### config.mk
export PLATFORM = sky130hd
export DESIGN_NAME = attitude_control_law_flat
export DESIGN_NICKNAME = d
export VERILOG_FILES = /design/src/hdl/acl_pkg.sv /design/src/hdl/acl_if.sv /design/src/hdl/acl_ctrl.sv /design/src/hdl/acl_dp.sv /design/src/hdl/attitude_control_law.sv /design/src/flat_wrapper.sv
export SDC_FILE = /design/constraint.sdc
export NUM_CORES = 2
export LEC_CHECK = 0
export ABC_AREA = 1
export BUFFER_PORTS_ARGS = -buffer_cell sky130_fd_sc_hd__buf_4
export CAP_MARGIN = 20
export CORE_MARGIN = 5
export CORE_UTILIZATION = 25
export DETAILED_ROUTE_END_ITERATION = 8
export GPL_TIMING_DRIVEN = 0
export PLACE_DENSITY = 0.37
export SKIP_LAST_GASP = 1
export SYNTH_ARGS = -nofsm -noshare
export SYNTH_HDL_FRONTEND = slang
export SYNTH_SLANG_ARGS = --single-unit
export TNS_END_PERCENT = 1
### constraint.sdc
create_clock -name i_clk -period 21 [get_ports i_clk]
set_clock_uncertainty 0.05 [all_clocks]
set_input_delay 4.2 -clock i_clk [delete_from_list [all_inputs] [get_ports i_clk]]
set_output_delay 4.2 -clock i_clk [all_outputs]
set_load 0.05 [all_outputs]
### src/hdl/acl_pkg.sv
`timescale 1ns / 1ps
// ----------------------------------------------------------------------------
// acl_pkg
// Shared types, constants and codes of the attitude control law block.
// ----------------------------------------------------------------------------
package acl_pkg;

    // command component width, capped at 16 bits
    localparam int COMPONENT_WIDTH = 16;
    localparam int CW     = (COMPONENT_WIDTH < 16) ? COMPONENT_WIDTH : 16;
    localparam int CMAX_I = (1 << (CW - 1)) - 1;

    // datapath widths
    localparam int MUL_W  = 24;               // shared multiplier operand
    localparam int PROD_W = 2 * MUL_W;
    localparam int ACC_W  = 50;               // accumulator
    localparam int T_W    = 24;               // raw torque before saturation
    localparam int MM_W   = 30;               // max_torque squared
    localparam int B2_W   = 32;               // field magnitude squared
    localparam int RR_W   = 24;               // rounded-up root
    localparam int SQ_W   = 46;               // root unit word
    localparam int SQ_STEPS = SQ_W / 2;
    localparam int DNUM_W = 46;               // divider dividend / quotient
    localparam int DDEN_W = 34;               // divider divisor
    localparam int DIV_STEPS = DNUM_W;
    localparam int CNT_W  = $clog2(DIV_STEPS);
    localparam int DIP_SHIFT = 12;

    localparam logic signed [ACC_W-1:0] SAT_HI = ACC_W'(CMAX_I);
    localparam logic signed [ACC_W-1:0] SAT_LO = -SAT_HI - ACC_W'(1);
    localparam logic signed [ACC_W-1:0] Q_HI   = ACC_W'(32767);
    localparam logic signed [ACC_W-1:0] Q_LO   = ACC_W'(-32768);
    localparam logic [15:0] Q_ONE = 16'd16384;

    // configuration register indexes
    typedef enum logic [2:0] {
        REG_DETUMBLE_GAIN  = 3'd0,
        REG_ACQ_RATE_GAIN  = 3'd1,
        REG_ACQ_ANGLE_GAIN = 3'd2,
        REG_TRK_RATE_GAIN  = 3'd3,
        REG_TRK_ANGLE_GAIN = 3'd4,
        REG_MAX_TORQUE     = 3'd5,
        REG_MAX_DIPOLE     = 3'd6,
        REG_TORQUER_COUNT  = 3'd7
    } t_reg_idx;

    // mode opcodes; any opcode without a control law behind it is safe
    localparam logic [2:0] MODE_SAFE     = 3'd0;
    localparam logic [2:0] MODE_DETUMBLE = 3'd1;
    localparam logic [2:0] MODE_ACQUIRE  = 3'd2;
    localparam logic [2:0] MODE_TRACK    = 3'd3;

    // datapath operations
    typedef enum logic [4:0] {
        DP_NOP,
        DP_LOAD,
        DP_MAC_Q,
        DP_QFIN,
        DP_QSTORE,
        DP_MAC_T,
        DP_TFIN,
        DP_MAC_SQ,
        DP_MM,
        DP_SQ_INIT,
        DP_SQ_STEP,
        DP_SQ_FIN,
        DP_LDIV,
        DP_DIV_STEP,
        DP_LFIN,
        DP_HOLDT,
        DP_MAC_B2,
        DP_B2,
        DP_MAC_X,
        DP_DLDIV,
        DP_DFIN,
        DP_OUT
    } t_dp_op;

    typedef enum logic [4:0] {
        S_IDLE,
        S_DISPATCH,
        S_QMAC,
        S_QFIN,
        S_QSTORE,
        S_TMAC,
        S_TFIN,
        S_SQMAC,
        S_MM,
        S_CMP,
        S_SQINIT,
        S_SQSTEP,
        S_SQFIN,
        S_LDIV,
        S_LSTEP,
        S_LFIN,
        S_HOLDT,
        S_B2MAC,
        S_B2,
        S_BCHK,
        S_XMAC,
        S_DLDIV,
        S_DSTEP,
        S_DFIN,
        S_OUT
    } t_state;

    typedef struct packed {
        t_dp_op     op;
        logic [1:0] idx;
        logic [1:0] term;
        logic       lim;
    } t_cmd;

    typedef struct packed {
        logic [2:0] opcode;
        logic       eph;
        logic       mag_ok;
        logic       over;
        logic       b2_nz;
    } t_status;

    typedef struct packed {
        logic [15:0] detumble_gain;
        logic [15:0] acquire_rate_gain;
        logic [15:0] acquire_angle_gain;
        logic [15:0] track_rate_gain;
        logic [15:0] track_angle_gain;
        logic [14:0] max_torque;
        logic [14:0] max_dipole;
        logic [1:0]  torquer_count;
    } t_cfg;

    typedef struct packed {
        logic [2:0]         opcode;
        logic [47:0]        body_rate;
        logic [47:0]        mag_field;
        logic               mag_valid;
        logic signed [15:0] earth_roll;
        logic signed [15:0] earth_pitch;
        logic               earth_valid;
        logic [63:0]        att_quat;
        logic [63:0]        ref_quat;
        logic [47:0]        ref_rate;
        logic               eph_valid;
    } t_in_item;

    typedef struct packed {
        logic [47:0] torque_cmd;
        logic [47:0] dipole_cmd;
        logic        torque_limited;
        logic        dipole_updated;
    } t_out_item;

    // sign of each term of att (x) conj(ref); term picks the att part
    function automatic logic q_term_neg(input logic [1:0] idx, input logic [1:0] term);
        logic n;
        case (idx)
            2'd0:    n = ~term[0];
            2'd1:    n = ~term[1];
            2'd2:    n = term[0] ^ term[1];
            default: n = 1'b0;
        endcase
        return n;
    endfunction

endpackage

### src/hdl/acl_if.sv
`timescale 1ns / 1ps
// ----------------------------------------------------------------------------
// acl_if
// Valid/ready channels of the attitude control law: measurement tick in,
// command set out.
// ----------------------------------------------------------------------------
interface acl_in_if;
    logic               valid;
    logic               ready;
    logic [2:0]         opcode;
    logic [47:0]        body_rate;
    logic [47:0]        mag_field;
    logic               mag_valid;
    logic signed [15:0] earth_roll;
    logic signed [15:0] earth_pitch;
    logic               earth_valid;
    logic [63:0]        att_quat;
    logic [63:0]        ref_quat;
    logic [47:0]        ref_rate;
    logic               eph_valid;

    modport source (
        output valid, opcode, body_rate, mag_field, mag_valid, earth_roll,
               earth_pitch, earth_valid, att_quat, ref_quat, ref_rate, eph_valid,
        input  ready
    );
    modport sink (
        input  valid, opcode, body_rate, mag_field, mag_valid, earth_roll,
               earth_pitch, earth_valid, att_quat, ref_quat, ref_rate, eph_valid,
        output ready
    );
endinterface

interface acl_out_if;
    logic        valid;
    logic        ready;
    logic [47:0] torque_cmd;
    logic [47:0] dipole_cmd;
    logic        torque_limited;
    logic        dipole_updated;

    modport source (
        output valid, torque_cmd, dipole_cmd, torque_limited, dipole_updated,
        input  ready
    );
    modport sink (
        input  valid, torque_cmd, dipole_cmd, torque_limited, dipole_updated,
        output ready
    );
endinterface

### src/hdl/acl_ctrl.sv
`timescale 1ns / 1ps
// ----------------------------------------------------------------------------
// acl_ctrl
// Sequencer of the control law: walks the datapath through quaternion
// error, torque law, magnitude limit and dipole allocation.
// ----------------------------------------------------------------------------
module acl_ctrl
    import acl_pkg::*;
(
    input  logic    i_clk,
    input  logic    i_rst_n,
    input  logic    i_in_valid,
    output logic    o_in_ready,
    output logic    o_out_valid,
    input  logic    i_out_ready,
    input  t_status i_status,
    output t_cmd    o_cmd
);

    t_state             r_state, n_state;
    logic [1:0]         r_idx, n_idx;
    logic [1:0]         r_term, n_term;
    logic [CNT_W-1:0]   r_cnt, n_cnt;
    logic               r_lim, n_lim;
    logic               r_out_valid, n_out_valid;

    // state and counters
    always_ff @(posedge i_clk) begin
        if (!i_rst_n) begin
            r_state     <= S_IDLE;
            r_idx       <= '0;
            r_term      <= '0;
            r_cnt       <= '0;
            r_lim       <= 1'b0;
            r_out_valid <= 1'b0;
        end else begin
            r_state     <= n_state;
            r_idx       <= n_idx;
            r_term      <= n_term;
            r_cnt       <= n_cnt;
            r_lim       <= n_lim;
            r_out_valid <= n_out_valid;
        end
    end

    // next state and datapath commands
    always_comb begin
        n_state     = r_state;
        n_idx       = r_idx;
        n_term      = r_term;
        n_cnt       = r_cnt;
        n_lim       = r_lim;
        n_out_valid = r_out_valid & ~i_out_ready;
        o_cmd.op    = DP_NOP;
        o_cmd.idx   = r_idx;
        o_cmd.term  = r_term;
        o_cmd.lim   = r_lim;
        o_in_ready  = (r_state == S_IDLE);

        unique case (r_state)
            S_IDLE: begin
                if (i_in_valid) begin
                    o_cmd.op = DP_LOAD;
                    n_state  = S_DISPATCH;
                end
            end
            S_DISPATCH: begin
                n_idx  = '0;
                n_term = '0;
                n_lim  = 1'b0;
                if (i_status.opcode == MODE_TRACK && i_status.eph) begin
                    n_state = S_QMAC;
                end else if (i_status.opcode == MODE_DETUMBLE ||
                             i_status.opcode == MODE_ACQUIRE ||
                             i_status.opcode == MODE_TRACK) begin
                    n_state = S_TMAC;
                end else begin
                    n_state = S_OUT;
                end
            end
            S_QMAC: begin
                o_cmd.op = DP_MAC_Q;
                if (r_term == 2'd3) begin
                    n_term  = '0;
                    n_state = S_QFIN;
                end else begin
                    n_term = r_term + 2'd1;
                end
            end
            S_QFIN: begin
                o_cmd.op = DP_QFIN;
                if (r_idx == 2'd3) begin
                    n_idx   = '0;
                    n_state = S_QSTORE;
                end else begin
                    n_idx   = r_idx + 2'd1;
                    n_state = S_QMAC;
                end
            end
            S_QSTORE: begin
                o_cmd.op = DP_QSTORE;
                n_state  = S_TMAC;
            end
            S_TMAC: begin
                o_cmd.op = DP_MAC_T;
                if (r_term == 2'd1 || i_status.opcode == MODE_DETUMBLE) begin
                    n_term  = '0;
                    n_state = S_TFIN;
                end else begin
                    n_term = 2'd1;
                end
            end
            S_TFIN: begin
                o_cmd.op = DP_TFIN;
                if (r_idx == 2'd2) begin
                    n_idx   = '0;
                    n_state = S_SQMAC;
                end else begin
                    n_idx   = r_idx + 2'd1;
                    n_state = S_TMAC;
                end
            end
            S_SQMAC: begin
                o_cmd.op = DP_MAC_SQ;
                if (r_idx == 2'd2) begin
                    n_idx   = '0;
                    n_state = S_MM;
                end else begin
                    n_idx = r_idx + 2'd1;
                end
            end
            S_MM: begin
                o_cmd.op = DP_MM;
                n_state  = S_CMP;
            end
            S_CMP: begin
                if (i_status.over) begin
                    n_lim   = 1'b1;
                    n_state = S_SQINIT;
                end else begin
                    n_state = S_HOLDT;
                end
            end
            S_SQINIT: begin
                o_cmd.op = DP_SQ_INIT;
                n_cnt    = '0;
                n_state  = S_SQSTEP;
            end
            S_SQSTEP: begin
                o_cmd.op = DP_SQ_STEP;
                if (r_cnt == CNT_W'(SQ_STEPS - 1)) begin
                    n_cnt   = '0;
                    n_state = S_SQFIN;
                end else begin
                    n_cnt = r_cnt + CNT_W'(1);
                end
            end
            S_SQFIN: begin
                o_cmd.op = DP_SQ_FIN;
                n_state  = S_LDIV;
            end
            S_LDIV: begin
                o_cmd.op = DP_LDIV;
                n_cnt    = '0;
                n_state  = S_LSTEP;
            end
            S_LSTEP: begin
                o_cmd.op = DP_DIV_STEP;
                if (r_cnt == CNT_W'(DIV_STEPS - 1)) begin
                    n_cnt   = '0;
                    n_state = S_LFIN;
                end else begin
                    n_cnt = r_cnt + CNT_W'(1);
                end
            end
            S_LFIN: begin
                o_cmd.op = DP_LFIN;
                if (r_idx == 2'd2) begin
                    n_idx   = '0;
                    n_state = S_HOLDT;
                end else begin
                    n_idx   = r_idx + 2'd1;
                    n_state = S_LDIV;
                end
            end
            S_HOLDT: begin
                o_cmd.op = DP_HOLDT;
                n_state  = i_status.mag_ok ? S_B2MAC : S_OUT;
            end
            S_B2MAC: begin
                o_cmd.op = DP_MAC_B2;
                if (r_idx == 2'd2) begin
                    n_idx   = '0;
                    n_state = S_B2;
                end else begin
                    n_idx = r_idx + 2'd1;
                end
            end
            S_B2: begin
                o_cmd.op = DP_B2;
                n_state  = S_BCHK;
            end
            S_BCHK: begin
                n_state = i_status.b2_nz ? S_XMAC : S_OUT;
            end
            S_XMAC: begin
                o_cmd.op = DP_MAC_X;
                if (r_term == 2'd1) begin
                    n_term  = '0;
                    n_state = S_DLDIV;
                end else begin
                    n_term = 2'd1;
                end
            end
            S_DLDIV: begin
                o_cmd.op = DP_DLDIV;
                n_cnt    = '0;
                n_state  = S_DSTEP;
            end
            S_DSTEP: begin
                o_cmd.op = DP_DIV_STEP;
                if (r_cnt == CNT_W'(DIV_STEPS - 1)) begin
                    n_cnt   = '0;
                    n_state = S_DFIN;
                end else begin
                    n_cnt = r_cnt + CNT_W'(1);
                end
            end
            S_DFIN: begin
                o_cmd.op = DP_DFIN;
                if (r_idx == 2'd2) begin
                    n_idx   = '0;
                    n_state = S_OUT;
                end else begin
                    n_idx   = r_idx + 2'd1;
                    n_state = S_XMAC;
                end
            end
            S_OUT: begin
                if (!r_out_valid || i_out_ready) begin
                    o_cmd.op    = DP_OUT;
                    n_out_valid = 1'b1;
                    n_state     = S_IDLE;
                end
            end
            default: n_state = S_IDLE;
        endcase
    end

    assign o_out_valid = r_out_valid;

    // a new result appears only from the output step
    a_out_from_out: assert property (@(posedge i_clk) disable iff (!i_rst_n)
        $rose(r_out_valid) |-> $past(r_state == S_OUT))
        else $error("result raised outside the output step");

    // root iterations stay within the word
    a_sq_bound: assert property (@(posedge i_clk) disable iff (!i_rst_n)
        (r_state == S_SQSTEP) |-> (r_cnt < CNT_W'(SQ_STEPS)))
        else $error("root step count out of range");

    // vector loops never address a fourth component
    a_idx_vec: assert property (@(posedge i_clk) disable iff (!i_rst_n)
        (r_state == S_TMAC || r_state == S_SQMAC || r_state == S_LDIV ||
         r_state == S_B2MAC || r_state == S_XMAC || r_state == S_DFIN)
        |-> (r_idx != 2'd3))
        else $error("vector index out of range");

    // limited flag only reaches the hold step through the limiter
    a_lim_path: assert property (@(posedge i_clk) disable iff (!i_rst_n)
        (o_cmd.op == DP_HOLDT && o_cmd.lim) |-> $past(r_state == S_LFIN))
        else $error("limited flag without limiter pass");

endmodule

### src/hdl/acl_dp.sv
`timescale 1ns / 1ps
// ----------------------------------------------------------------------------
// acl_dp
// Control law datapath: one shared multiply-accumulate, a bit-serial root
// unit, a bit-serial divider and the held command state.
// ----------------------------------------------------------------------------
module acl_dp
    import acl_pkg::*;
(
    input  logic      i_clk,
    input  logic      i_rst_n,
    input  t_cmd      i_cmd,
    input  t_cfg      i_cfg,
    input  t_in_item  i_item,
    output t_status   o_status,
    output t_out_item o_result
);

    // 16-bit lane of a packed three-vector
    function automatic logic signed [15:0] pick16(input logic [47:0] v, input logic [1:0] i);
        logic signed [15:0] r;
        case (i)
            2'd0:    r = v[15:0];
            2'd1:    r = v[31:16];
            default: r = v[47:32];
        endcase
        return r;
    endfunction

    function automatic logic signed [T_W-1:0] pickt(input logic [3*T_W-1:0] v,
                                                    input logic [1:0] i);
        logic signed [T_W-1:0] r;
        case (i)
            2'd0:    r = v[T_W-1:0];
            2'd1:    r = v[2*T_W-1:T_W];
            default: r = v[3*T_W-1:2*T_W];
        endcase
        return r;
    endfunction

    function automatic logic [1:0] nxt1(input logic [1:0] i);
        logic [1:0] r;
        case (i)
            2'd0:    r = 2'd1;
            2'd1:    r = 2'd2;
            default: r = 2'd0;
        endcase
        return r;
    endfunction

    function automatic logic [1:0] nxt2(input logic [1:0] i);
        logic [1:0] r;
        case (i)
            2'd0:    r = 2'd2;
            2'd1:    r = 2'd0;
            default: r = 2'd1;
        endcase
        return r;
    endfunction

    // shift right, round to nearest, ties away from zero
    function automatic logic signed [ACC_W-1:0] rshr(input logic signed [ACC_W-1:0] v,
                                                     input logic [4:0] sh);
        logic [ACC_W-1:0] mag;
        logic [ACC_W-1:0] r;
        mag = v[ACC_W-1] ? ACC_W'(-v) : ACC_W'(v);
        r   = (mag + (ACC_W'(1) << (sh - 5'd1))) >> sh;
        return v[ACC_W-1] ? -$signed(r) : $signed(r);
    endfunction

    function automatic logic [15:0] sat_cmd(input logic signed [ACC_W-1:0] v);
        logic signed [ACC_W-1:0] r;
        r = (v > SAT_HI) ? SAT_HI : ((v < SAT_LO) ? SAT_LO : v);
        return r[15:0];
    endfunction

    function automatic logic [15:0] sat_q(input logic signed [ACC_W-1:0] v);
        logic signed [ACC_W-1:0] r;
        r = (v > Q_HI) ? Q_HI : ((v < Q_LO) ? Q_LO : v);
        return r[15:0];
    endfunction

    t_in_item                r_item;
    logic [47:0]             r_ht, r_hd;
    logic [63:0]             r_eq, r_eqn;
    logic [3*T_W-1:0]        r_t;
    logic signed [ACC_W-1:0] r_acc;
    logic [MM_W-1:0]         r_mm;
    logic [SQ_W-1:0]         r_sx, r_sr, r_sb;
    logic [RR_W-1:0]         r_rr;
    logic [DNUM_W-1:0]       r_num;
    logic [DDEN_W-1:0]       r_rem, r_den;
    logic                    r_neg;
    logic [B2_W-1:0]         r_b2;
    logic                    r_lim, r_dupd;
    t_out_item               r_out;

    // operand selection for the shared multiplier
    logic signed [MUL_W-1:0]  mul_a, mul_b;
    logic signed [PROD_W-1:0] prod;
    logic signed [ACC_W-1:0]  addend, acc_mac;
    logic                     mul_neg, mul_sh;
    logic signed [15:0]       ang;
    logic signed [16:0]       we;
    logic                     eph;
    logic [1:0]               q_ridx;

    always_comb begin
        eph    = r_item.eph_valid;
        q_ridx = i_cmd.term ^ ~i_cmd.idx;
        if (!r_item.earth_valid) begin
            ang = '0;
        end else if (i_cmd.idx == 2'd0) begin
            ang = r_item.earth_roll;
        end else if (i_cmd.idx == 2'd1) begin
            ang = r_item.earth_pitch;
        end else begin
            ang = '0;
        end
        we = 17'(pick16(r_item.body_rate, i_cmd.idx))
           - (eph ? 17'(pick16(r_item.ref_rate, i_cmd.idx)) : 17'sd0);

        mul_a   = '0;
        mul_b   = '0;
        mul_neg = 1'b0;
        mul_sh  = 1'b0;
        case (i_cmd.op)
            DP_MAC_Q: begin
                mul_a   = MUL_W'($signed(r_item.att_quat[16*i_cmd.term +: 16]));
                mul_b   = MUL_W'($signed(r_item.ref_quat[16*q_ridx +: 16]));
                mul_neg = q_term_neg(i_cmd.idx, i_cmd.term);
            end
            DP_MAC_T: begin
                mul_neg = 1'b1;
                if (r_item.opcode == MODE_DETUMBLE) begin
                    mul_a = MUL_W'({1'b0, i_cfg.detumble_gain});
                    mul_b = MUL_W'(pick16(r_item.body_rate, i_cmd.idx));
                end else if (r_item.opcode == MODE_ACQUIRE) begin
                    if (i_cmd.term == 2'd0) begin
                        mul_a = MUL_W'({1'b0, i_cfg.acquire_rate_gain});
                        mul_b = MUL_W'(pick16(r_item.body_rate, i_cmd.idx));
                    end else begin
                        mul_a = MUL_W'({1'b0, i_cfg.acquire_angle_gain});
                        mul_b = MUL_W'(ang);
                    end
                end else begin
                    if (i_cmd.term == 2'd0) begin
                        mul_a  = MUL_W'({1'b0, i_cfg.track_rate_gain});
                        mul_b  = MUL_W'(we);
                        mul_sh = 1'b1;
                    end else begin
                        mul_a = MUL_W'({1'b0, i_cfg.track_angle_gain});
                        mul_b = MUL_W'($signed(r_eq[16*i_cmd.idx +: 16]));
                    end
                end
            end
            DP_MAC_SQ: begin
                mul_a = MUL_W'(pickt(r_t, i_cmd.idx));
                mul_b = MUL_W'(pickt(r_t, i_cmd.idx));
            end
            DP_MAC_B2: begin
                mul_a = MUL_W'(pick16(r_item.mag_field, i_cmd.idx));
                mul_b = MUL_W'(pick16(r_item.mag_field, i_cmd.idx));
            end
            DP_MAC_X: begin
                if (i_cmd.term == 2'd0) begin
                    mul_a = MUL_W'(pick16(r_item.mag_field, nxt1(i_cmd.idx)));
                    mul_b = MUL_W'(pick16(r_ht, nxt2(i_cmd.idx)));
                end else begin
                    mul_a   = MUL_W'(pick16(r_item.mag_field, nxt2(i_cmd.idx)));
                    mul_b   = MUL_W'(pick16(r_ht, nxt1(i_cmd.idx)));
                    mul_neg = 1'b1;
                end
            end
            DP_MM: begin
                mul_a = MUL_W'({1'b0, i_cfg.max_torque});
                mul_b = MUL_W'({1'b0, i_cfg.max_torque});
            end
            DP_LDIV: begin
                mul_a = MUL_W'(pickt(r_t, i_cmd.idx));
                mul_b = MUL_W'({1'b0, i_cfg.max_torque});
            end
            default: ;
        endcase
        prod    = mul_a * mul_b;
        addend  = mul_sh ? (ACC_W'(prod) <<< 13) : ACC_W'(prod);
        acc_mac = mul_neg ? (r_acc - addend) : (r_acc + addend);
    end

    // divider and root step terms
    logic [DDEN_W:0]          rem_sh;
    logic [SQ_W-1:0]          sq_try;
    logic signed [ACC_W-1:0]  acc_abs;
    logic [PROD_W-1:0]        prod_abs;
    logic signed [T_W-1:0]    quot_t;
    logic [DNUM_W-1:0]        quot_d;
    logic signed [ACC_W-1:0]  dip_v;

    always_comb begin
        rem_sh   = {r_rem, r_num[DNUM_W-1]};
        sq_try   = r_sr + r_sb;
        acc_abs  = r_acc[ACC_W-1] ? -r_acc : r_acc;
        prod_abs = prod[PROD_W-1] ? PROD_W'(-prod) : PROD_W'(prod);
        quot_t   = T_W'(r_num);
        quot_d   = (r_num > DNUM_W'(i_cfg.max_dipole)) ? DNUM_W'(i_cfg.max_dipole) : r_num;
        dip_v    = r_neg ? -$signed(ACC_W'(quot_d)) : $signed(ACC_W'(quot_d));
    end

    // status back to the sequencer
    always_comb begin
        o_status.opcode = r_item.opcode;
        o_status.eph    = r_item.eph_valid;
        o_status.mag_ok = (i_cfg.torquer_count != 2'd0) && r_item.mag_valid;
        o_status.over   = r_acc > ACC_W'($signed({1'b0, r_mm}));
        o_status.b2_nz  = (r_b2 != '0);
    end

    // held command state
    always_ff @(posedge i_clk) begin
        if (!i_rst_n) begin
            r_ht   <= '0;
            r_hd   <= '0;
            r_eq   <= {Q_ONE, 48'd0};
            r_lim  <= 1'b0;
            r_dupd <= 1'b0;
        end else begin
            unique case (i_cmd.op)
                DP_LOAD: begin
                    r_lim  <= 1'b0;
                    r_dupd <= 1'b0;
                end
                DP_QSTORE: begin
                    if (r_eqn[63]) begin
                        for (int i = 0; i < 4; i++) begin
                            r_eq[16*i +: 16] <= sat_q(-ACC_W'($signed(r_eqn[16*i +: 16])));
                        end
                    end else begin
                        r_eq <= r_eqn;
                    end
                end
                DP_HOLDT: begin
                    for (int i = 0; i < 3; i++) begin
                        r_ht[16*i +: 16] <= sat_cmd(ACC_W'(pickt(r_t, 2'(i))));
                    end
                    r_lim <= i_cmd.lim;
                end
                DP_DFIN: begin
                    r_hd[16*i_cmd.idx +: 16] <= sat_cmd(dip_v);
                    r_dupd <= 1'b1;
                end
                default: ;
            endcase
        end
    end

    // working registers
    always_ff @(posedge i_clk) begin
        unique case (i_cmd.op)
            DP_LOAD: begin
                r_item <= i_item;
                r_acc  <= '0;
            end
            DP_MAC_Q, DP_MAC_T, DP_MAC_SQ, DP_MAC_B2, DP_MAC_X: begin
                r_acc <= acc_mac;
            end
            DP_QFIN: begin
                r_eqn[16*i_cmd.idx +: 16] <= sat_q(rshr(r_acc, 5'd14));
                r_acc <= '0;
            end
            DP_TFIN: begin
                r_t[T_W*i_cmd.idx +: T_W] <=
                    T_W'(rshr(r_acc, (r_item.opcode == MODE_TRACK) ? 5'd25 : 5'd12));
                r_acc <= '0;
            end
            DP_MM: begin
                r_mm <= MM_W'(prod);
            end
            DP_SQ_INIT: begin
                r_sx  <= SQ_W'(r_acc);
                r_sr  <= '0;
                r_sb  <= SQ_W'(1) << (SQ_W - 2);
                r_acc <= '0;
            end
            DP_SQ_STEP: begin
                if (r_sx >= sq_try) begin
                    r_sx <= r_sx - sq_try;
                    r_sr <= (r_sr >> 1) + r_sb;
                end else begin
                    r_sr <= r_sr >> 1;
                end
                r_sb <= r_sb >> 2;
            end
            DP_SQ_FIN: begin
                r_rr <= RR_W'(r_sr) + RR_W'(r_sx != '0);
            end
            DP_LDIV: begin
                r_neg <= prod[PROD_W-1];
                r_num <= DNUM_W'(prod_abs);
                r_den <= DDEN_W'(r_rr);
                r_rem <= '0;
            end
            DP_DIV_STEP: begin
                if (rem_sh >= {1'b0, r_den}) begin
                    r_rem <= DDEN_W'(rem_sh - {1'b0, r_den});
                    r_num <= {r_num[DNUM_W-2:0], 1'b1};
                end else begin
                    r_rem <= DDEN_W'(rem_sh);
                    r_num <= {r_num[DNUM_W-2:0], 1'b0};
                end
            end
            DP_LFIN: begin
                r_t[T_W*i_cmd.idx +: T_W] <= r_neg ? -quot_t : quot_t;
            end
            DP_HOLDT: begin
                r_acc <= '0;
            end
            DP_B2: begin
                r_b2  <= B2_W'(r_acc);
                r_acc <= '0;
            end
            DP_DLDIV: begin
                // round to nearest: (2|x|*2^12 + b2) / (2*b2)
                r_neg <= r_acc[ACC_W-1];
                r_num <= DNUM_W'(acc_abs <<< (DIP_SHIFT + 1)) + DNUM_W'(r_b2);
                r_den <= {r_b2, 1'b0};
                r_rem <= '0;
                r_acc <= '0;
            end
            DP_OUT: begin
                r_out.torque_cmd     <= r_ht;
                r_out.dipole_cmd     <= r_hd;
                r_out.torque_limited <= r_lim;
                r_out.dipole_updated <= r_dupd;
            end
            default: ;
        endcase
    end

    assign o_result = r_out;

endmodule

### src/hdl/attitude_control_law.sv
`timescale 1ns / 1ps
// ----------------------------------------------------------------------------
// attitude_control_law
// PD attitude control with magnetorquer cross-product allocation, with an
// APB register file for gains and limits.
// ----------------------------------------------------------------------------
//  channel   dir  handshake        contents
//  i_in      in   valid / ready    mode opcode and one set of measurements
//  o_out     out  valid / ready    held torque and dipole, limit/update flags
//  apb       in   psel / penable   gains, limits, torquer count
//
//  per tick: safe mode goes straight to the output; the other modes run
//  the torque law, in track with ephemeris after the quaternion error,
//  then a root and three divisions when the torque is limited and three
//  divisions when the dipole is recomputed.
//  The bit-serial divider (one quotient bit a cycle) and the single shared
//  multiplier set the length of a tick.
//  a new tick is taken whenever the sequencer is idle, even while the last
//  result waits; the sequencer holds before loading a result until the
//  output slot is free. reset clears held commands, flags and gains.
// ----------------------------------------------------------------------------
module attitude_control_law
    import acl_pkg::*;
(
    input  logic        i_clk,
    input  logic        i_rst_n,
    acl_in_if.sink      i_in,
    acl_out_if.source   o_out,
    input  logic        psel,
    input  logic        penable,
    input  logic        pwrite,
    input  logic [4:0]  paddr,
    input  logic [31:0] pwdata,
    output logic [31:0] prdata,
    output logic        pready
);

    t_cfg      r_cfg;
    t_cmd      cmd;
    t_status   status;
    t_in_item  item;
    t_out_item result;
    t_reg_idx  reg_idx;

    assign reg_idx = t_reg_idx'(paddr[4:2]);
    assign pready  = 1'b1;

    // register writes
    always_ff @(posedge i_clk) begin
        if (!i_rst_n) begin
            r_cfg.detumble_gain      <= '0;
            r_cfg.acquire_rate_gain  <= '0;
            r_cfg.acquire_angle_gain <= '0;
            r_cfg.track_rate_gain    <= '0;
            r_cfg.track_angle_gain   <= '0;
            r_cfg.max_torque         <= 15'h7FFF;
            r_cfg.max_dipole         <= 15'h7FFF;
            r_cfg.torquer_count      <= '0;
        end else if (psel && penable && pwrite) begin
            unique case (reg_idx)
                REG_DETUMBLE_GAIN:  r_cfg.detumble_gain      <= pwdata[15:0];
                REG_ACQ_RATE_GAIN:  r_cfg.acquire_rate_gain  <= pwdata[15:0];
                REG_ACQ_ANGLE_GAIN: r_cfg.acquire_angle_gain <= pwdata[15:0];
                REG_TRK_RATE_GAIN:  r_cfg.track_rate_gain    <= pwdata[15:0];
                REG_TRK_ANGLE_GAIN: r_cfg.track_angle_gain   <= pwdata[15:0];
                REG_MAX_TORQUE:     r_cfg.max_torque         <= pwdata[14:0];
                REG_MAX_DIPOLE:     r_cfg.max_dipole         <= pwdata[14:0];
                REG_TORQUER_COUNT:  r_cfg.torquer_count      <= pwdata[1:0];
                default: ;
            endcase
        end
    end

    // register reads
    always_comb begin
        unique case (reg_idx)
            REG_DETUMBLE_GAIN:  prdata = 32'(r_cfg.detumble_gain);
            REG_ACQ_RATE_GAIN:  prdata = 32'(r_cfg.acquire_rate_gain);
            REG_ACQ_ANGLE_GAIN: prdata = 32'(r_cfg.acquire_angle_gain);
            REG_TRK_RATE_GAIN:  prdata = 32'(r_cfg.track_rate_gain);
            REG_TRK_ANGLE_GAIN: prdata = 32'(r_cfg.track_angle_gain);
            REG_MAX_TORQUE:     prdata = 32'(r_cfg.max_torque);
            REG_MAX_DIPOLE:     prdata = 32'(r_cfg.max_dipole);
            REG_TORQUER_COUNT:  prdata = 32'(r_cfg.torquer_count);
            default:            prdata = '0;
        endcase
    end

    // input transaction payload
    always_comb begin
        item.opcode      = i_in.opcode;
        item.body_rate   = i_in.body_rate;
        item.mag_field   = i_in.mag_field;
        item.mag_valid   = i_in.mag_valid;
        item.earth_roll  = i_in.earth_roll;
        item.earth_pitch = i_in.earth_pitch;
        item.earth_valid = i_in.earth_valid;
        item.att_quat    = i_in.att_quat;
        item.ref_quat    = i_in.ref_quat;
        item.ref_rate    = i_in.ref_rate;
        item.eph_valid   = i_in.eph_valid;
    end

    acl_ctrl u_ctrl (
        .i_clk       (i_clk),
        .i_rst_n     (i_rst_n),
        .i_in_valid  (i_in.valid),
        .o_in_ready  (i_in.ready),
        .o_out_valid (o_out.valid),
        .i_out_ready (o_out.ready),
        .i_status    (status),
        .o_cmd       (cmd)
    );

    acl_dp u_dp (
        .i_clk    (i_clk),
        .i_rst_n  (i_rst_n),
        .i_cmd    (cmd),
        .i_cfg    (r_cfg),
        .i_item   (item),
        .o_status (status),
        .o_result (result)
    );

    // output transaction payload
    assign o_out.torque_cmd     = result.torque_cmd;
    assign o_out.dipole_cmd     = result.dipole_cmd;
    assign o_out.torque_limited = result.torque_limited;
    assign o_out.dipole_updated = result.dipole_updated;

endmodule

### src/flat_wrapper.sv
// flat-port wrapper written by rule: the top's interface ports become plain ports
module attitude_control_law_flat import acl_pkg::*;
  (i_clk, i_rst_n, psel, penable, pwrite, paddr, pwdata, prdata, pready, i_in_valid, i_in_opcode, i_in_body_rate, i_in_mag_field, i_in_mag_valid, i_in_earth_roll, i_in_earth_pitch, i_in_earth_valid, i_in_att_quat, i_in_ref_quat, i_in_ref_rate, i_in_eph_valid, i_in_ready, o_out_valid, o_out_torque_cmd, o_out_dipole_cmd, o_out_torque_limited, o_out_dipole_updated, o_out_ready);
  acl_in_if i_in_i ();
  acl_out_if o_out_i ();
  input  logic i_clk;
  input  logic i_rst_n;
  input  logic psel;
  input  logic penable;
  input  logic pwrite;
  input  logic [4:0] paddr;
  input  logic [31:0] pwdata;
  output logic [31:0] prdata;
  output logic pready;
  input wire logic [$bits(i_in_i.valid)-1:0] i_in_valid;
  input wire logic [$bits(i_in_i.opcode)-1:0] i_in_opcode;
  input wire logic [$bits(i_in_i.body_rate)-1:0] i_in_body_rate;
  input wire logic [$bits(i_in_i.mag_field)-1:0] i_in_mag_field;
  input wire logic [$bits(i_in_i.mag_valid)-1:0] i_in_mag_valid;
  input wire logic [$bits(i_in_i.earth_roll)-1:0] i_in_earth_roll;
  input wire logic [$bits(i_in_i.earth_pitch)-1:0] i_in_earth_pitch;
  input wire logic [$bits(i_in_i.earth_valid)-1:0] i_in_earth_valid;
  input wire logic [$bits(i_in_i.att_quat)-1:0] i_in_att_quat;
  input wire logic [$bits(i_in_i.ref_quat)-1:0] i_in_ref_quat;
  input wire logic [$bits(i_in_i.ref_rate)-1:0] i_in_ref_rate;
  input wire logic [$bits(i_in_i.eph_valid)-1:0] i_in_eph_valid;
  output wire logic [$bits(i_in_i.ready)-1:0] i_in_ready;
  output wire logic [$bits(o_out_i.valid)-1:0] o_out_valid;
  output wire logic [$bits(o_out_i.torque_cmd)-1:0] o_out_torque_cmd;
  output wire logic [$bits(o_out_i.dipole_cmd)-1:0] o_out_dipole_cmd;
  output wire logic [$bits(o_out_i.torque_limited)-1:0] o_out_torque_limited;
  output wire logic [$bits(o_out_i.dipole_updated)-1:0] o_out_dipole_updated;
  input wire logic [$bits(o_out_i.ready)-1:0] o_out_ready;
  assign i_in_i.valid = i_in_valid;
  assign i_in_i.opcode = i_in_opcode;
  assign i_in_i.body_rate = i_in_body_rate;
  assign i_in_i.mag_field = i_in_mag_field;
  assign i_in_i.mag_valid = i_in_mag_valid;
  assign i_in_i.earth_roll = i_in_earth_roll;
  assign i_in_i.earth_pitch = i_in_earth_pitch;
  assign i_in_i.earth_valid = i_in_earth_valid;
  assign i_in_i.att_quat = i_in_att_quat;
  assign i_in_i.ref_quat = i_in_ref_quat;
  assign i_in_i.ref_rate = i_in_ref_rate;
  assign i_in_i.eph_valid = i_in_eph_valid;
  assign i_in_ready = i_in_i.ready;
  assign o_out_valid = o_out_i.valid;
  assign o_out_torque_cmd = o_out_i.torque_cmd;
  assign o_out_dipole_cmd = o_out_i.dipole_cmd;
  assign o_out_torque_limited = o_out_i.torque_limited;
  assign o_out_dipole_updated = o_out_i.dipole_updated;
  assign o_out_i.ready = o_out_ready;
  attitude_control_law u_core (.i_clk(i_clk), .i_rst_n(i_rst_n), .i_in(i_in_i), .o_out(o_out_i), .psel(psel), .penable(penable), .pwrite(pwrite), .paddr(paddr), .pwdata(pwdata), .prdata(prdata), .pready(pready));
endmodule
# --- Word-level counts from Yosys, hierarchy flattened ---
# Cells that the tools add are included.
totals:
  inputBits: 354
  reg_bits: 1224
  output_inout_bits: 133
  word_cells: 379
classes:
  n_shift: 12
  n_reduce_logical: 51
  mul: 2
  eq_ne: 78
  mux: 133
  n_bitwise: 7
  n_addsub: 27
  n_lt_le_gt_ge: 22
op_table:
  columns: ["operator", "n"]
  rows:
  - ["24-bit two-way mux", 16]
  - ["16-bit two-way mux", 23]
  - ["50-bit by 16-bit > comparator with 1-bit output (second input constant)", 6]
  - ["50-bit by 16-bit less-than comparator with 1-bit output (second input constant)", 6]
  - ["24-bit one-hot mux with 6 select lines", 2]
  - ["46-bit one-hot mux with 2 select lines", 3]
  - ["32-bit one-hot mux with 8 select lines", 1]
  - ["50-bit two-way mux", 5]
  - ["16-bit one-hot mux with 2 select lines", 7]
  - ["16-bit negation with 50-bit output", 4]
  - ["64-bit by 7-bit variable part select with 16-bit output", 3]
  - ["46-bit two-way mux", 4]
  - ["72-bit bitwise mux", 2]
  - ["72-bit one-hot mux with 2 select lines", 1]
  - ["24-bit by 34-bit variable part select with 72-bit output", 2]
  - ["46-bit one-hot mux with 3 select lines", 1]
  - ["34-bit one-hot mux with 2 select lines", 2]
  - ["5-bit one-hot mux with 25 select lines", 1]
  - ["5-bit one-hot mux with 21 select lines", 1]
  - ["50-bit adder", 2]
  - ["50-bit one-hot mux with 2 select lines", 1]
  - ["5-bit by 4-bit equality test with 1-bit output (second input constant)", 16]
  - ["5-bit two-way mux", 16]
  - ["5-bit equality test (second input constant)", 15]
  - ["85 further kinds", 192]

# --- Depth between registers and ports, before layout ---
logic_depth:
  word_depth: 15
  depth_mapped: 95
  mapped_depth_nobuf: 84

# --- Hierarchy ---
# A second synthesis with hierarchy kept.
hier_totals:
  hier_cells: 12883
  hier_area_um2: 100989.4
modules_own_cells:
  columns: ["mod", "instances", "cells_per_inst", "seq_area_each_um2", "area_each_um2"]
  rows:
  - ["acl_dp", 1, 11825, 30539.3, 93815.0]
  - ["attitude_control_law", 1, 761, 2242.2, 5406.4]
  - ["acl_ctrl", 1, 297, 340.3, 1767.9]

# --- Worst setup path after synthesis ---
# OpenSTA, ideal clock, no wires.
synth_timing:
  kind: "register to register"
  start: "reg u_core.u_ctrl.r_idx[0]"
  end: "reg u_core.u_dp.r_acc[49] (data pin)"
  t_arrival_ns: 14.669
  path_stages_with_launch: 88
  t_required_ns: 20.697
  setup_time_ns: 0.253
  path_buffers: 12
  path_slack_ns: 6.028
  synth_period_minus_slack_ns: 14.972
  path_cell_list: "dfxtp_1 -> clkbuf_1 -> inv_1 -> clkbuf_1 -> clkbuf_1 -> clkbuf_1 -> buf_1 -> ha_1 -> clkbuf_1 -> inv_1 -> nand2_1 -> buf_2 -> buf_1 -> clkbuf_1 -> clkbuf_1 -> clkbuf_1 -> nand3_1 -> a31oi_1 -> (+52 left out) -> o21ai_1 -> nand2_1 -> nor3_2 -> xnor2_1 -> ha_1 -> nand2_1 -> nor2_1 -> inv_1 -> nor2_1 -> inv_1 -> nor3_1 -> nand3_1 -> nand4_1 -> xor2_1 -> xnor2_1 -> inv_1 -> nor2_1 -> nor2_1"
synth_between:
  elab_chain_len: 13
  elab_cells_between_ends: 54
synth_lines:
  columns: ["element", "line", "text"]
  rows:
  - ["from (decl)", "acl_ctrl.sv:21", "logic [1:0] r_idx, n_idx;"]
  - ["from (signal assigned)", "acl_ctrl.sv:38", "r_idx <= n_idx;"]
  - ["2-bit by 1-bit equality test with 1-bit output or 2-bit logical NOT (tied branches)", null, null]
  - ["16-bit one-hot mux with 2 select lines, or another cell as far along", "acl_dp.sv:22", "case (i)"]
  - ["17-bit two-way mux, or another cell as far along", "acl_dp.sv:121", "- (eph ? 17'(pick16(r_item.ref_rate, i_cmd.idx)) : 17'sd0);"]
  - ["16-bit by 17-bit subtractor with 17-bit output, or another cell as far along", "acl_dp.sv:121", null]
  - ["24-bit two-way mux, or another cell as far along", "acl_dp.sv:147", "if (i_cmd.term == 2'd0) begin"]
  - ["24-bit two-way mux or 16-bit one-hot mux with 2 select lines (tied branches)", "acl_dp.sv:138, acl_dp.sv:22", null]
  - ["24-bit two-way mux (on tied branches)", "acl_dp.sv:135, acl_dp.sv:166", null]
  - ["24-bit one-hot mux with 6 select lines", "acl_dp.sv:127", "case (i_cmd.op)"]
  - ["24-bit by 24-bit multiplier with 48-bit output (*)", "acl_dp.sv:185", "prod = mul_a * mul_b;"]
  - ["via u_core.u_dp.prod[21]", "acl_dp.sv:100", "logic signed [PROD_W-1:0] prod;"]
  - ["50-bit two-way mux (*)", "acl_dp.sv:186", "addend = mul_sh ? (ACC_W'(prod) <<< 13) : ACC_W'(prod);"]
  - ["50-bit adder or 50-bit subtractor (tied branches)", "acl_dp.sv:187", "acc_mac = mul_neg ? (r_acc - addend) : (r_acc + addend);"]
  - ["50-bit two-way mux (*)", "acl_dp.sv:187", null]
  - ["50-bit one-hot mux with 2 select lines (*)", "acl_dp.sv:258", "unique case (i_cmd.op)"]
  - ["to (signal assigned)", "acl_dp.sv:264", "r_acc <= acc_mac;"]
  - ["to (decl)", "acl_dp.sv:87", "logic signed [ACC_W-1:0] r_acc;"]
# The timed path passes the listed nets; every way through them passes the cells marked *. The select of a mux whose other input is x is not followed.
# A chain may end at the register's enable or synchronous reset.

# --- Worst setup path after layout ---
layout_timing:
  start: "reg u_core.u_ctrl.r_idx[0]"
  end: "reg u_core.u_dp.r_acc[49] (data pin)"
layout_between:
  elab_chain_len: 13
  elab_cells_between_ends: 54
layout_lines:
  columns: ["element", "line"]
  rows:
  - ["2-bit by 1-bit equality test with 1-bit output or 2-bit logical NOT (tied branches)", null]
  - ["16-bit one-hot mux with 2 select lines, or another cell as far along", "acl_dp.sv:22"]
  - ["17-bit two-way mux, or another cell as far along", "acl_dp.sv:121"]
  - ["16-bit by 17-bit subtractor with 17-bit output, or another cell as far along", "acl_dp.sv:121"]
  - ["24-bit two-way mux, or another cell as far along", "acl_dp.sv:147"]
  - ["24-bit two-way mux or 16-bit one-hot mux with 2 select lines (tied branches)", "acl_dp.sv:138, acl_dp.sv:22"]
  - ["24-bit two-way mux (on tied branches)", "acl_dp.sv:135, acl_dp.sv:166"]
  - ["24-bit one-hot mux with 6 select lines", "acl_dp.sv:127"]
  - ["24-bit by 24-bit multiplier with 48-bit output", "acl_dp.sv:185"]
  - ["50-bit two-way mux", "acl_dp.sv:186"]
  - ["50-bit adder or 50-bit subtractor (tied branches)", "acl_dp.sv:187"]
  - ["50-bit two-way mux (*)", "acl_dp.sv:187"]
  - ["50-bit one-hot mux with 2 select lines (*)", "acl_dp.sv:258"]
# Mark *: on every way between the ends. The rest lies on a longest branch, timed or not. The select of a mux whose other input is x is not followed.

==> metrics <==
clock transition time at the flip-flop clock pins of the worst setup and hold paths=0.06 ns; total congestion overflow after global routing=0; IO Port Bufs=450; Worst R2R Setup Slack=1.01 ns; global-route wire length before repair=694300 um; commonest cells in the synthesized netlist=nand2_1 (2808), inv_1 (1899), nor2_1 (1122); clock tree root driver cell=clkbuf_16; reg2reg start=u_core.u_ctrl.r_idx[0]; number of synthesized flops with an enable pin=909; routed length per instance=26.36 um; summed negative setup slack over all endpoints=0 ns; H-tree level count=4; via count of the first global-routing pass=91750; post-placement cell count=18510; total standard cell area after synthesis=0.09949 sq mm; critical path data required time=21.57 ns; cell type of the slowest stage on the worst timing path=fa_1; # fillers=43580; final slew viol count=0; source of the worst hold timing path=u_core.u_dp.r_ht[7]; number of top-level design ports=487; leading cell types by total area after synthesis=edfxtp_1 (27%), fa_1 (12%), nand2_1 (11%), inv_1 (7.2%), dfxtp_1 (5.9%); Min Clock Period, post-route=19.99 ns; NumNets Final=14840; total wire length=496300 um; initial antenna violation count=45; part of the Yosys area used for sequential elements=33.29%; Max Cap Viol=0; horizontal extent of the die=640.8 um; final routed DRC violation total=0; Row Count=231; number of antenna-violating nets in the routed design=0; TritonCTS Buffers=159; mean instance size in the synthesized netlist=7.806 sq um; Area Growth Syn to Fin=16.56%; delay contributed by the slowest stage of the critical path=0.56 ns; source-to-sink clock delay at the later pin of the worst-skew pair=0.91 ns; total track usage=23.35%; basic-gate share of the synthesized area counting and, or, nand and nor cells=21.54%; number of cells on the worst hold path=0; dpl hpwl=407800 um; compound-gate portion of the synthesized area=14.67%; Peak VDD IR=0.2371 mV; nature of the critical path endpoint=flop; path category of the worst min-delay check=flop to flop; proportion of synthesized flip-flops having asynchronous set or reset=0%; Setup violations, final=0; Lkg Pwr=49.54 nW; worst-case headroom to the max-slew limit=14.22%; worst min-delay path endpoint=u_core.u_dp.o_result[57]; number of buffers on the longest clock path=4; period utilisation layout=95.17%; CP dominant cell by count=nand2_1; actual slew at the worst max-slew pin=1.273 ns; DRC marker count from the first detailed-route iteration=8596; most frequently used cell type in the post-synthesis netlist=nand2_1; die boundary height=640.8 um; total number of yosys warnings=0; Hold Fails Final Rpt=0; hold-fix buffers at CTS=0; capture instance of the worst register-to-register path=u_core.u_dp.r_acc[49]; adder and majority gate portion of the synthesized area=17.75%; proportion of synthesized area in mux cells=0%; fraction of final layout cells with drive strength greater than 1=7.734%; area share of xor/xnor cells in the synthesized design=3.292%; fraction of post-synthesis cell area in the top cell type by area=27.44%; result of the run=finished clean; total area of sequential cells=0.03312 sq mm; maximum number of pins on one net before global-route repair=123; path depth of the worst reg2reg path=82; area of the die=0.4107 sq mm; type of the setup path with the least slack=flop to flop; number of synthesized register bits=1200; average vias per placed instance=4.929; CTS tree=yes; number of sinks driven by the clock tree=1200; Pwr per Cell Area=161.9 mW/mm^2; main combinational cell family by area after synthesis=simple AND/OR/NAND/NOR gates; drt first pass iters=6; final standard cell count with taps included and fillers excluded=18830; vias after detailed routing=92780; area of the multi-input gates=0.05722 sq mm; highest fanout seen on the critical path=24; smallest hold slack=0.3790 ns; Synth Flop Type=edfxtp_1; Gate Count Post-Synth=12750; data arrival time of the critical path=20.56 ns; routability-driven placement congestion ratio=0.9856; startpoint type of the worst setup path=flop; effective utilization at floorplan=25.11%; setup repair after global routing missed its margin=false; library cell with the largest summed area after synthesis=edfxtp_1; Max Clk Rate=0.05004 GHz; core region area=0.3963 sq mm; synth unique cells=74
-- final cells by class --
cell class                 instances  share of cell area [%]
multi-input combinational       9092                   49.34
sequential                      1200                   28.56
inverter                        1944                   6.319
tap                             5242                   5.656
timing repair buffer             525                   3.785
clock buffer                     210                   3.775
buffer                           518                   1.824
clock inverter                    75                  0.6927
antenna                           20                 0.04316
-- routing by layer --
| layer | routed length [um] | track usage [%] | vias up | part of all wire [%] |
|---|---|---|---|---|
| met1 | 220400 | 31.63 | 45660 | 44 |
| met3 | 27120 | 2.931 | 607 | 5.5 |
| met5 | 55 | 0 | - | 0.011 |
| met4 | 19000 | 7.849 | 10 | 3.8 |
| met2 | 229700 | 38.40 | 2917 | 46 |
| li1 | - | - | 43590 | - |
-- layout by cell type, fill, tap and decap left out, types with 244 or more instances in the layout --
master / instances
edfxtp_1: 909
inv_1: 1891
clkbuf_1: 444
buf_4: 496
o21ai_0: 912
fa_1: 611
nor2_1: 1112
dfxtp_1: 291
a21oi_1: 949
nand2_1: 2801
xor2_1: 244
nand3_1: 592
ha_1: 431
-- worst max-delay path, delay by kind of cell (launching register included) --
kind                       cells  cell delay (ns)
buffers and inverters         24             5.47
AOI/OAI and AO/OA             14             3.24
adders and majority gates     11             5.04
xor gates and xnor gates       3             0.90
and+or+nand+nor               30             4.40
DFF                            1             0.50
-- logic make-up after synthesis --
logic type / after synthesis
AND/OR/NAND/NOR: 5103
AO/OA/AOI/OAI: 2554
buffers and inverters: 2468
flip-flops: 1200
adder cells (fa/ha/maj): 1044
XOR/XNOR: 374
other: 2
-- through the flow --
stage / instance area (sq um) / utilization, % / power, W / worst slack (ns)
floorplan: 99550 / - / 0.01154 / 6.028
global placement: 109500 / 27.63 / 0.01603 / -3.581
detailed placement: 110500 / 27.89 / 0.01588 / -3.390
CTS: 115800 / 29.23 / 0.01880 / 0.005080
global route: 115900 / 29.26 / 0.02028 / 0.04842
finish: 116000 / 29.27 / 0.01878 / 1.015
-- report_power, final --
group	switching, W	internal, W	leakage [nW]
Clock	0.00119	0.00163	2.52
Combinational	0.00861	0.00360	36.3
Sequential	0.000434	0.00331	10.8
Total	0.0102	0.00854	49.5
-- repair_timing --
| item | in CTS | in global routing |
|---|---|---|
| cloned | 0 | 0 |
| setup endpoints to repair | 80 | 21 |
| resized for setup | 45 | 2 |
| setup buffers | 2 | 4 |
| pin swaps | 1 | 0 |
-- sequential cells by signal (all words and copies together) (netlist names), 2 cells and up --
name                   count
u_core.r_cfg             112
u_core.u_ctrl.r_cnt        6
u_core.u_ctrl.r_idx        2
u_core.u_ctrl.r_state      5
u_core.u_ctrl.r_term       2
u_core.u_dp.o_result      98
u_core.u_dp.o_status       3
u_core.u_dp.r_acc         50
u_core.u_dp.r_b2          32
u_core.u_dp.r_den         33
u_core.u_dp.r_eq          64
u_core.u_dp.r_eqn         64
u_core.u_dp.r_hd          48
u_core.u_dp.r_ht          48
u_core.u_dp.r_item       306
u_core.u_dp.r_mm          30
u_core.u_dp.r_num         46
u_core.u_dp.r_rem         34
u_core.u_dp.r_rr          24
u_core.u_dp.r_sb          23
u_core.u_dp.r_sr          46
u_core.u_dp.r_sx          46
u_core.u_dp.r_t           72
-- worst max path at each step --
stage | startpoint | cells after the start | slack (ns) | to
2_1_floorplan | u_core.u_ctrl.r_idx[0] | 87 | 6.03 | u_core.u_dp.r_acc[49]
3_3_place_gp | u_core.u_ctrl.r_idx[0] | 87 | -3.58 | u_core.u_dp.r_acc[49]
3_5_place_dp | u_core.u_ctrl.r_idx[0] | 87 | -3.39 | u_core.u_dp.r_acc[49]
4_1_cts | u_core.u_ctrl.r_idx[0] | 84 | 0.005 | u_core.u_dp.r_acc[49]
5_1_grt | u_core.u_ctrl.r_idx[0] | 82 | 0.05 | u_core.u_dp.r_acc[49]
6_report | u_core.u_ctrl.r_idx[0] | 82 | 1.01 | u_core.u_dp.r_acc[49]
No activity file was read; power rests on OpenSTA's default activity.
